===== src/design/command_dequeue_byte_fifo_defines.svh =====
// assertion macros shared by the byte fifo rtl
// no dependencies; clock and reset are the project's standard names
`ifndef COMMAND_DEQUEUE_BYTE_FIFO_DEFINES_SVH
`define COMMAND_DEQUEUE_BYTE_FIFO_DEFINES_SVH

// same-cycle implication
`define CDBF_ASSERT_NOW(label, ante, cons, msg) \
   label: assert property (@(posedge clock) disable iff (reset) (ante) |-> (cons)) \
      else $error(msg);

// next-cycle implication
`define CDBF_ASSERT_NEXT(label, ante, cons, msg) \
   label: assert property (@(posedge clock) disable iff (reset) (ante) |=> (cons)) \
      else $error(msg);

`endif


===== src/design/cdbf_pkg.sv =====
// shared types, constants and message text for the byte fifo
// no dependencies
`default_nettype none

package cdbf_pkg;

   localparam int DEPTH_DEFAULT = 64;

   localparam logic [7:0] CMD_DEQUEUE = 8'd13;

   localparam int MSG_IDX_W = 4;
   localparam logic [MSG_IDX_W-1:0] MSG_FULL_LAST  = 4'd12;
   localparam logic [MSG_IDX_W-1:0] MSG_EMPTY_LAST = 4'd13;

   // padded to a power of two so a message index never falls off the end
   localparam logic [7:0] MSG_FULL_TEXT [16] = '{
      8'h42, 8'h55, 8'h46, 8'h46, 8'h45, 8'h52, 8'h20, 8'h46,
      8'h55, 8'h4C, 8'h4C, 8'h0A, 8'h0D, 8'h00, 8'h00, 8'h00
   };
   localparam logic [7:0] MSG_EMPTY_TEXT [16] = '{
      8'h42, 8'h55, 8'h46, 8'h46, 8'h45, 8'h52, 8'h20, 8'h45,
      8'h4D, 8'h50, 8'h54, 8'h59, 8'h0A, 8'h0D, 8'h00, 8'h00
   };

   typedef struct packed {
      logic launch;
      logic is_full;
   } msg_req_type;

endpackage

`default_nettype wire


===== src/design/cdbf_ram.sv =====
// generic single-port-write, single-port-read ram with registered read
// no dependencies
`default_nettype none

module cdbf_ram #(
   parameter int WIDTH = 8,
   parameter int DEPTH = 64
) (
   input  wire logic                     clock,
   input  wire logic                     wr_en,
   input  wire logic [$clog2(DEPTH)-1:0] wr_addr,
   input  wire logic [WIDTH-1:0]         wr_data,
   input  wire logic                     rd_en,
   input  wire logic [$clog2(DEPTH)-1:0] rd_addr,
   output logic      [WIDTH-1:0]         rd_data
);

   logic [WIDTH-1:0] mem_ff [DEPTH];
   logic [WIDTH-1:0] rd_data_ff;

   always_ff @(posedge clock) begin
      if (wr_en) begin
         mem_ff[wr_addr] <= wr_data;
      end
      if (rd_en) begin
         rd_data_ff <= mem_ff[rd_addr];
      end
   end

   assign rd_data = rd_data_ff;

endmodule

`default_nettype wire


===== src/design/cdbf_ctrl.sv =====
// request decode, ring pointers and fill count for the byte fifo
// uses cdbf_pkg
`default_nettype none

module cdbf_ctrl #(
   parameter int DEPTH = cdbf_pkg::DEPTH_DEFAULT
) (
   input  wire logic                     clock,
   input  wire logic                     reset,
   input  wire logic                     accept,
   input  wire logic [7:0]               rx_byte,
   output logic                          ram_wr_en,
   output logic      [$clog2(DEPTH)-1:0] ram_wr_addr,
   output logic                          ram_rd_en,
   output logic      [$clog2(DEPTH)-1:0] ram_rd_addr,
   output logic                          deq_valid,
   output cdbf_pkg::msg_req_type         msg_req
);

   localparam int AW = $clog2(DEPTH);
   localparam int CW = $clog2(DEPTH + 1);

   logic [AW-1:0] rd_pos_ff, rd_pos_in;
   logic [AW-1:0] wr_pos_ff, wr_pos_in;
   logic [CW-1:0] count_ff, count_in;
   logic          deq_valid_ff;
   logic          is_cmd, empty, full, do_deq, do_store;

   assign is_cmd   = (rx_byte == cdbf_pkg::CMD_DEQUEUE);
   assign empty    = (count_ff == '0);
   assign full     = (count_ff == CW'(DEPTH));
   assign do_deq   = accept && is_cmd && !empty;
   assign do_store = accept && !is_cmd && !full;

   always_comb begin
      rd_pos_in = rd_pos_ff;
      wr_pos_in = wr_pos_ff;
      count_in  = count_ff;
      if (do_deq) begin
         rd_pos_in = (rd_pos_ff == AW'(DEPTH - 1)) ? '0 : rd_pos_ff + AW'(1);
         count_in  = count_ff - CW'(1);
      end else if (do_store) begin
         wr_pos_in = (wr_pos_ff == AW'(DEPTH - 1)) ? '0 : wr_pos_ff + AW'(1);
         count_in  = count_ff + CW'(1);
      end
   end

   always_ff @(posedge clock) begin
      if (reset) begin
         rd_pos_ff    <= '0;
         wr_pos_ff    <= '0;
         count_ff     <= '0;
         deq_valid_ff <= 1'b0;
      end else begin
         rd_pos_ff    <= rd_pos_in;
         wr_pos_ff    <= wr_pos_in;
         count_ff     <= count_in;
         deq_valid_ff <= do_deq;
      end
   end

   assign ram_wr_en       = do_store;
   assign ram_wr_addr     = wr_pos_ff;
   assign ram_rd_en       = do_deq;
   assign ram_rd_addr     = rd_pos_ff;
   assign deq_valid       = deq_valid_ff;
   assign msg_req.launch  = accept && (is_cmd ? empty : full);
   assign msg_req.is_full = !is_cmd;

endmodule

`default_nettype wire


===== src/design/cdbf_msg.sv =====
// message sequencer: plays out the full or empty text one byte a cycle
// uses cdbf_pkg
`default_nettype none

module cdbf_msg (
   input  wire logic                  clock,
   input  wire logic                  reset,
   input  wire cdbf_pkg::msg_req_type msg_req,
   output logic                       busy,
   output logic                       out_valid,
   output logic [7:0]                 out_byte,
   output logic                       out_end
);

   logic                          active_ff, active_in;
   logic                          is_full_ff, is_full_in;
   logic [cdbf_pkg::MSG_IDX_W-1:0] idx_ff, idx_in;
   logic                          out_valid_ff;
   logic [7:0]                    out_byte_ff, out_byte_in;
   logic                          out_end_ff;
   logic                          last;

   assign last = (idx_ff == (is_full_ff ? cdbf_pkg::MSG_FULL_LAST
                                        : cdbf_pkg::MSG_EMPTY_LAST));

   always_comb begin
      active_in   = active_ff;
      is_full_in  = is_full_ff;
      idx_in      = idx_ff;
      out_byte_in = is_full_ff ? cdbf_pkg::MSG_FULL_TEXT[idx_ff]
                               : cdbf_pkg::MSG_EMPTY_TEXT[idx_ff];
      if (active_ff) begin
         idx_in = idx_ff + cdbf_pkg::MSG_IDX_W'(1);
         if (last) begin
            active_in = 1'b0;
         end
      end else if (msg_req.launch) begin
         active_in  = 1'b1;
         is_full_in = msg_req.is_full;
         idx_in     = '0;
      end
   end

   always_ff @(posedge clock) begin
      if (reset) begin
         active_ff    <= 1'b0;
         out_valid_ff <= 1'b0;
         out_end_ff   <= 1'b0;
      end else begin
         active_ff    <= active_in;
         out_valid_ff <= active_ff;
         out_end_ff   <= active_ff && last;
      end
      is_full_ff  <= is_full_in;
      idx_ff      <= idx_in;
      out_byte_ff <= out_byte_in;
   end

   assign busy      = active_ff;
   assign out_valid = out_valid_ff;
   assign out_byte  = out_byte_ff;
   assign out_end   = out_end_ff;

endmodule

`default_nettype wire


===== src/design/command_dequeue_byte_fifo.sv =====
// Byte fifo driven by received bytes. A request is taken at a clock edge with start high and
// busy low. Any byte but carriage return is stored (no response) and a carriage return pops
// the oldest byte, which appears on the response ports, strobed, in the cycle after the
// request; stores and pops can be taken every cycle while busy is low. A byte arriving at a
// full ring or a carriage return at an empty one plays out "BUFFER FULL\n\r" (13 bytes) or
// "BUFFER EMPTY\n\r" (14 bytes) from the message sequencer, one byte a cycle, registered
// through active_ff and then the output byte register; busy stays high while it runs.
// rsp_run_end marks the last byte of every response. The receiver cannot stall: each strobe
// is one cycle only. Uses cdbf_pkg, cdbf_ram, cdbf_ctrl, cdbf_msg and the defines header.
`default_nettype none
`include "command_dequeue_byte_fifo_defines.svh"

module command_dequeue_byte_fifo #(
   parameter int DEPTH = cdbf_pkg::DEPTH_DEFAULT
) (
   input  wire logic       clock,
   input  wire logic       reset,
   input  wire logic       start,
   output logic            busy,
   input  wire logic [7:0] req_rx_byte,
   output logic            rsp_strobe,
   output logic      [7:0] rsp_tx_byte,
   output logic            rsp_run_end
);

   localparam int AW = $clog2(DEPTH);

   logic                  accept;
   logic                  ram_wr_en, ram_rd_en;
   logic [AW-1:0]         ram_wr_addr, ram_rd_addr;
   logic [7:0]            ram_rd_data;
   logic                  deq_valid;
   cdbf_pkg::msg_req_type msg_req;
   logic                  msg_busy, msg_valid, msg_end;
   logic [7:0]            msg_byte;

   assign accept = start && !busy;

   cdbf_ctrl #(.DEPTH(DEPTH)) u_ctrl (
      .clock       (clock),
      .reset       (reset),
      .accept      (accept),
      .rx_byte     (req_rx_byte),
      .ram_wr_en   (ram_wr_en),
      .ram_wr_addr (ram_wr_addr),
      .ram_rd_en   (ram_rd_en),
      .ram_rd_addr (ram_rd_addr),
      .deq_valid   (deq_valid),
      .msg_req     (msg_req)
   );

   cdbf_ram #(.WIDTH(8), .DEPTH(DEPTH)) u_ram (
      .clock   (clock),
      .wr_en   (ram_wr_en),
      .wr_addr (ram_wr_addr),
      .wr_data (req_rx_byte),
      .rd_en   (ram_rd_en),
      .rd_addr (ram_rd_addr),
      .rd_data (ram_rd_data)
   );

   cdbf_msg u_msg (
      .clock     (clock),
      .reset     (reset),
      .msg_req   (msg_req),
      .busy      (msg_busy),
      .out_valid (msg_valid),
      .out_byte  (msg_byte),
      .out_end   (msg_end)
   );

   assign busy        = msg_busy;
   assign rsp_strobe  = deq_valid || msg_valid;
   assign rsp_tx_byte = deq_valid ? ram_rd_data : msg_byte;
   assign rsp_run_end = deq_valid || msg_end;

   // pop data and message text must never collide on the response ports
   `CDBF_ASSERT_NOW(a_no_collision, deq_valid, !msg_valid, "pop and message overlap")
   // a store or pop never starts the message sequencer
   `CDBF_ASSERT_NEXT(a_plain_no_busy, accept && !msg_req.launch, !busy,
                     "busy raised by store or pop")
   // a full or empty request always starts the sequencer
   `CDBF_ASSERT_NEXT(a_launch_busy, msg_req.launch, busy, "message not started")
   // the message sequencer is never asked to start while already running
   `CDBF_ASSERT_NOW(a_launch_idle, msg_req.launch, !msg_busy, "launch while busy")

endmodule

`default_nettype wire

===== config.mk =====
export PLATFORM = sky130hd
export DESIGN_NAME = command_dequeue_byte_fifo
export DESIGN_NICKNAME = d
export VERILOG_FILES = /design/src/design/cdbf_pkg.sv /design/src/design/cdbf_ram.sv /design/src/design/cdbf_ctrl.sv /design/src/design/cdbf_msg.sv /design/src/design/command_dequeue_byte_fifo.sv
export VERILOG_INCLUDE_DIRS = /design/src /design/src/design
export SDC_FILE = /design/constraint.sdc
export NUM_CORES = 1
export LEC_CHECK = 0
export ABC_AREA = 1
export BUFFER_PORTS_ARGS = -buffer_cell sky130_fd_sc_hd__buf_2
export CAP_MARGIN = 40
export CORE_UTILIZATION = 30
export DETAILED_ROUTE_END_ITERATION = 8
export SYNTH_ARGS = -nofsm -noshare
export SYNTH_HDL_FRONTEND = slang
export SYNTH_SLANG_ARGS = --single-unit

===== constraint.sdc =====
create_clock -name clock -period 3.4 [get_ports clock]
set_input_delay 1.02 -clock clock [delete_from_list [all_inputs] [get_ports clock]]
set_output_delay 1.02 -clock clock [all_outputs]
set_load 0.1 [all_outputs]

=== Word-level counts from Yosys, hierarchy flattened ===
Memory sizes are Yosys's and may differ from the RTL's. A register that Yosys moved wholly into a read port is not among the register bits.
Cells that the tools add are included.

* Multiply operators: 0
* Shifts and indexed selects: 0
* Reduce and logical (&&, ||, !) cells: 18
* $add $sub $neg: 5
* Divide/modulo/power cells: 0
* Mux-type cells: 19
* Bitwise gates (word level): 3
* Equal/unequal tests: 5
* $lt $le $gt $ge: 1

{| class="wikitable"
|+ Operators with widths
! operator !! count
|-
| $mux W8 || 6
|-
| $mux W7 || 2
|-
| $add A6 B1 Y6 const B || 2
|-
| $eq A6 B6 Y1 const B || 2
|-
| $mux W6 || 2
|-
| $eq A8 B4 Y1 const B || 1
|-
| $mux W4 || 2
|-
| $add A7 B1 Y7 const B || 1
|-
| $eq A7 B7 Y1 const B || 1
|-
| $logic_and A1 B1 Y1 || 7
|-
| $logic_not A7 Y1 || 1
|-
| $mux W1 || 7
|-
| $sub A7 B1 Y7 const B || 1
|-
| $ge A5 B5 Y1 const B || 1
|-
| $not A4 Y5 || 1
|-
| $add A4 B1 Y4 const B || 1
|-
| $eq A4 B4 Y1 || 1
|-
| $logic_not A1 Y1 || 4
|-
| $reduce_and A2 Y1 || 2
|-
| $reduce_bool A2 Y1 || 2
|-
| $logic_or A1 B1 Y1 || 2
|-
| $not A1 Y1 || 2
|}

* Word-level logic and storage cells: 64
* Bits in writable memories: 512
* Register bits after elaboration: 36
* Input port bits: 11
* Output and inout port bits: 11
* Bits in latches: 0
* Bits in read-only memories: 256
* Memories: 3

{| class="wikitable"
|+ Memories
! memory !! words !! width !! read ports !! clocked after memory_dff !! wr ports !! line !! text
|-
| u_ram.mem_ff || 64 || 8 || 1 || 1 || 1 || cdbf_ram.sv:18 || <nowiki>logic [WIDTH-1:0] mem_ff [DEPTH];</nowiki>
|-
| (name not given) || 16 || 8 || 1 || 0 || 0 || cdbf_msg.sv:30 || <nowiki>out_byte_in = is_full_ff ? cdbf_pkg::MSG_FULL_TEXT[idx_ff]</nowiki>
|-
| (name not given) || 16 || 8 || 1 || 0 || 0 || cdbf_msg.sv:31 || <nowiki>: cdbf_pkg::MSG_EMPTY_TEXT[idx_ff];</nowiki>
|}

=== Logic depth before layout (Yosys ltp) ===
* Depth in word-level cells: 6
* Mapped depth: 18
* Depth with buffers taken out: 18

=== Hierarchy ===
Synthesis repeated with hierarchy kept, for this count alone.

* Cell total of the unflattened synthesis: 2130
* Area, all modules: 23658.9 µm²

{| class="wikitable"
|+ Modules (own cells, without submodules)
! module !! area each (µm²) !! cells an instance !! instances
|-
| cdbf_ram || 21419.3 || 1805 || 1
|-
| cdbf_ctrl || 1276.2 || 190 || 1
|-
| cdbf_msg || 838.3 || 105 || 1
|-
| command_dequeue_byte_fifo || 125.1 || 30 || 1
|}

=== Worst setup path after synthesis ===
OpenSTA, ideal clock, no wires.

* Path kind: in2reg
* From: input port req_rx_byte[3]
* To: memory u_ram.mem_ff[11][0] (enable)
* Library setup time: 0.370 ns
* Setup slack: 0.673 ns
* Data required time: 3.030 ns
* Cell stages on the path: 10
* Arrival: 2.357 ns
* Cell sequence: nand2_1 inv_1 nand2_1 nor2_4 nor2_1 nand2_2 inv_2 buf_4 nand4_2 nor2_1

* Cells in the longest elaborated chain, start to end: 6

{| class="wikitable"
|+ Ends and longest elaborated chain
! item !! line !! text
|-
| start: declaration || command_dequeue_byte_fifo.sv:20 || <nowiki>input wire logic [7:0] req_rx_byte,</nowiki>
|-
| $eq A8 B4 Y1 || cdbf_ctrl.sv:29 || <nowiki>assign is_cmd = (rx_byte == cdbf_pkg::CMD_DEQUEUE);</nowiki>
|-
| $logic_not A1 Y1 || cdbf_ctrl.sv:33 || <nowiki>assign do_store = accept && !is_cmd && !full;</nowiki>
|-
| $logic_and A1 B1 Y1 (2 in series) || cdbf_ctrl.sv:33 ||
|-
| $mux W1 || cdbf_ram.sv:22 || <nowiki>if (wr_en) begin</nowiki>
|-
| $mux W1 (not written as such) || cdbf_ram.sv:23 || <nowiki>mem_ff[wr_addr] <= wr_data;</nowiki>
|-
| end: declaration || cdbf_ram.sv:18 ||
|}

No other way between the ends.

=== Worst setup path in the final report ===
* From: register u_ctrl.deq_valid_ff (netlist: u_ctrl.deq_valid)
* To: output port rsp_tx_byte[5]

* Cells in the longest elaborated chain, start to end: 1

{| class="wikitable"
|+ Ends and longest elaborated chain
! item !! line !! text
|-
| start: declaration || cdbf_ctrl.sv:26 || <nowiki>logic deq_valid_ff;</nowiki>
|-
| start signal: assignment || cdbf_ctrl.sv:58 || <nowiki>deq_valid_ff <= do_deq;</nowiki>
|-
| $mux W8 || command_dequeue_byte_fifo.sv:74 || <nowiki>assign rsp_tx_byte = deq_valid ? ram_rd_data : msg_byte;</nowiki>
|-
| end: declaration || command_dequeue_byte_fifo.sv:22 || <nowiki>output logic [7:0] rsp_tx_byte,</nowiki>
|}

No other way between the ends.

==> flow_metrics.py <==
metrics = {
    "status": {
        "status": "completed",
    },
    "worst_hold_path": {
        "hp-start": "u_ctrl.count_ff[6]",
        "min_to": "u_ctrl.count_ff[6]",
        "whs_path_depth": 2,
        "holdCritPathClass": "reg2reg",
    },
    "pwr": {
        "p_leak_nw": 8.54,
        "p_total_w": 0.0141,
        "ir_drop_mv": 0.361,
        "power_density_nw_per_um2": 545,
    },
    "floorplanning": {
        "die_area_um2": 76200,
        "fp.dieH_um": 276,
        "dieWidth_um": 276,
        "start_util_pct": 30.3,
        "io_pins": 22,
        "design.core.area_um2": 74300,
        "row_count": 100,
    },
    "cts": {
        "cts.htree.levels": 2,
        "cts_resized": 0,
        "postCtsHoldBufs": 0,
        "cts_tree": "yes",
        "cts.sinks": 555,
        "cts_buffers": 55,
        "post_cts_buffers": 0,
        "cts_root_buffer": "clkbuf_16",
        "clockBufferDepth": 3,
        "clock_latency_ps": 640,
        "path_clk_slew_ps": 60,
    },
    "placed_design": {
        "portBuffers": 21,
        "gp_congestion": 0.919,
        "dp_hpwl_um": 38600,
        "place_area_um2": 24100,
        "post-place-cells": 2768,
    },
    "setup_path": {
        "critical_path_class": "reg2out",
        "reg2regPathDepth": 8,
        "crit_top_cell": "nand2_1",
        "cp_num_buf_inv": 1,
        "worstPathCellList": "nand2_1 -> nand2_1 -> buf_2",
        "cp_slowest_cell": "dfxtp_1",
        "regToRegStartpoint": "u_ctrl.ram_rd_addr[0]",
        "crit_family": "flip-flops",
        "required_ps": 2380,
        "cpPeakStageDelay_ps": 540,
        "cp_max_fo": 11,
        "cp_num_cells": 3,
        "r2r_end": "u_ram.rd_data[4]",
        "rrSetupSlack_ps": 820,
        "cp.arrival_ps": 1860,
        "start_kind": "register",
        "cp-end-kind": "output pin",
    },
    "global_route": {
        "grt_max_degree": 161,
        "grt_pass1_wl_um": 91100,
        "grt_pass1_vias": 14600,
        "antenna_found_initial": 1,
        "track_usage_pct": 15.8,
        "grt-ovfl-total": 0,
    },
    "yosys": {
        "synth_seq_cells": 555,
        "synth_most_common_cell": "edfxtp_1",
        "synth_edf_count": 525,
        "synth.net_count": 1852,
        "synth_flop_cell": "edfxtp_1",
        "async_reset_ff_share_pct": 0,
        "yosysWarnings": 0,
        "syn-instance-count": 1827,
        "yosys.area.top_type": "edfxtp_1",
        "yosysUniqueCellTypes": 39,
        "avgSynthCellArea_um2": 12.3,
        "yosysSeqAreaShare_pct": 72.6,
        "syn_area_um2": 22500,
        "ys_top_cells_by_count": "525 x edfxtp_1, 350 x nor2_1, 263 x o21ai_0",
        "synth_top_area_share_pct": 70.0,
        "synthTopCellsByArea": "edfxtp_1 70%, o21ai_0 5.8%, nor2_1 5.8%",
    },
    "sta": {
        "relSlewSlack_pct": 36.3,
        "finalSetupViolations": 0,
        "rsz0062_at_grt": "false",
        "setup_tns_ps": 0,
        "fin_crit_sh_pct": 84.7,
        "drv_slew": 0,
        "hold_viol": 0,
        "max_freq_ghz": 0.347,
        "period_minus_slack_ps": 2880,
        "fin_skew_ps": 32.9,
        "worst_pin_slew_ps": 955,
    },
    "routing": {
        "drt_iter0_markers": 1814,
        "drc": 0,
        "first_pass_iters": 6,
        "routed_wl_um": 61100,
        "via_per_inst": 5.22,
        "drtAntennaViolNets": 0,
        "vias": 15000,
        "wire_per_inst_um": 21.3,
    },
    "layout": {
        "syn_to_final_growth_pct": 15.2,
        "post-route-cell-area_um2": 25900,
        "drive_gt1_share_pct": 10.4,
        "post-route-util_pct": 34.9,
        "num_antenna_cells": 0,
        "stdcell_count": 2872,
        "final_nets": 1881,
    },
    "flow_run": {
        "cap_violations": 0,
    },
}
==> per-layer routing <==
layer	routed length (um)	global-route usage, %
met5	0	0
met4	1620	5.40
met3	5690	3.02
met2	27300	24.2
met1	26500	22.3
==> where the power goes <==
part	switching, W	leakage, nW	internal, W
Combinational	0.000257	2.63	0.0000782
Sequential	0.0000146	4.98	0.00749
Clock	0.00258	0.921	0.00372
==> cells in the final DEF (no fill, tap or decap), drive strengths merged, types with 3 or more instances in the layout <==
cell,synthesis,routed
bufinv,0,8
buf,35,84
or2,3,3
o221ai,54,54
o21ai,272,272
edfxtp,525,525
nor2,354,354
nor3,12,12
nand3,77,77
o22ai,78,78
dfxtp,30,30
clkinv,4,24
inv,58,60
a21oi,28,28
o211ai,13,13
clkbuf,77,74
nand2,159,159
a211oi,5,5
ha,14,14
nand4,20,20
==> layout make-up <==
cell class                      instances  area, um^2
Clock buffer                           74        1500
Clock inverter                         30         384
Fill cell                            7221       48400
Inverter                               62         239
Multi-Input combinational cell       1098        5450
Sequential cell                       555       16400
Tap cell                              969        1210
Timing Repair Buffer                   84         791
==> registers in the layout, indices dropped and copies added (netlist names) <==
register	flops
u_ram.mem_ff	512
u_ram.rd_data	8
u_ctrl.count_ff	7
u_msg.out_byte	7
u_ctrl.ram_rd_addr	6
u_ctrl.ram_wr_addr	6
u_msg.idx_ff	4
u_ctrl.deq_valid	1
u_msg.busy	1
u_msg.is_full_ff	1
u_msg.out_end	1
u_msg.out_valid	1
==> worst max-delay path by stage <==
stage | startpoint | endpoint | slack, ps
final | u_ctrl.deq_valid | rsp_tx_byte[5] | 520
after detailed placement | req_rx_byte[0] | u_ram.mem_ff[31][5] | 150
after global routing | u_ctrl.deq_valid | rsp_tx_byte[3] | 440
after floorplan | req_rx_byte[3] | u_ram.mem_ff[11][0] | 670
after global placement | req_rx_byte[7] | u_ram.mem_ff[31][3] | 210
after CTS | u_ctrl.deq_valid | rsp_tx_byte[5] | 490
==> cells by family (layout without fill, tap and decap cells) <==
| family | after synthesis | in the layout | share of synthesized area [%] |
|---|---|---|---|
| AOI/OAI and AO/OA | 454 | 454 | 11.7 |
| xor gates and xnor gates | 2 | 2 | 0.0778 |
| adders and majority gates | 14 | 14 | 0.778 |
| buffers and inverters | 174 | 250 | 3.17 |
| DFF | 555 | 555 | 72.6 |
| muxes | 1 | 1 | 0.0444 |
| and+or+nand+nor | 627 | 627 | 11.6 |
==> metrics by stage <==
| step | worst slack (ps) | hold slack, ps |
|---|---|---|
| finish | 521 | 548 |
| global placement | 208 | 530 |
| CTS | 494 | 545 |
| detailed placement | 154 | 535 |
| global route | 445 | 570 |
| floorplan | 673 | 489 |
==> worst register-to-register path, stage by stage, from the launching register on <==
cell,delay (ps)
dfxtp_4,370
inv_6,600
buf_12,330
o21ai_0,100
o22ai_1,260
nand2_1,150
nand4_1,210
o21ai_1,100
a21oi_1,250
Note: power is estimated with default switching activity, not from simulation.
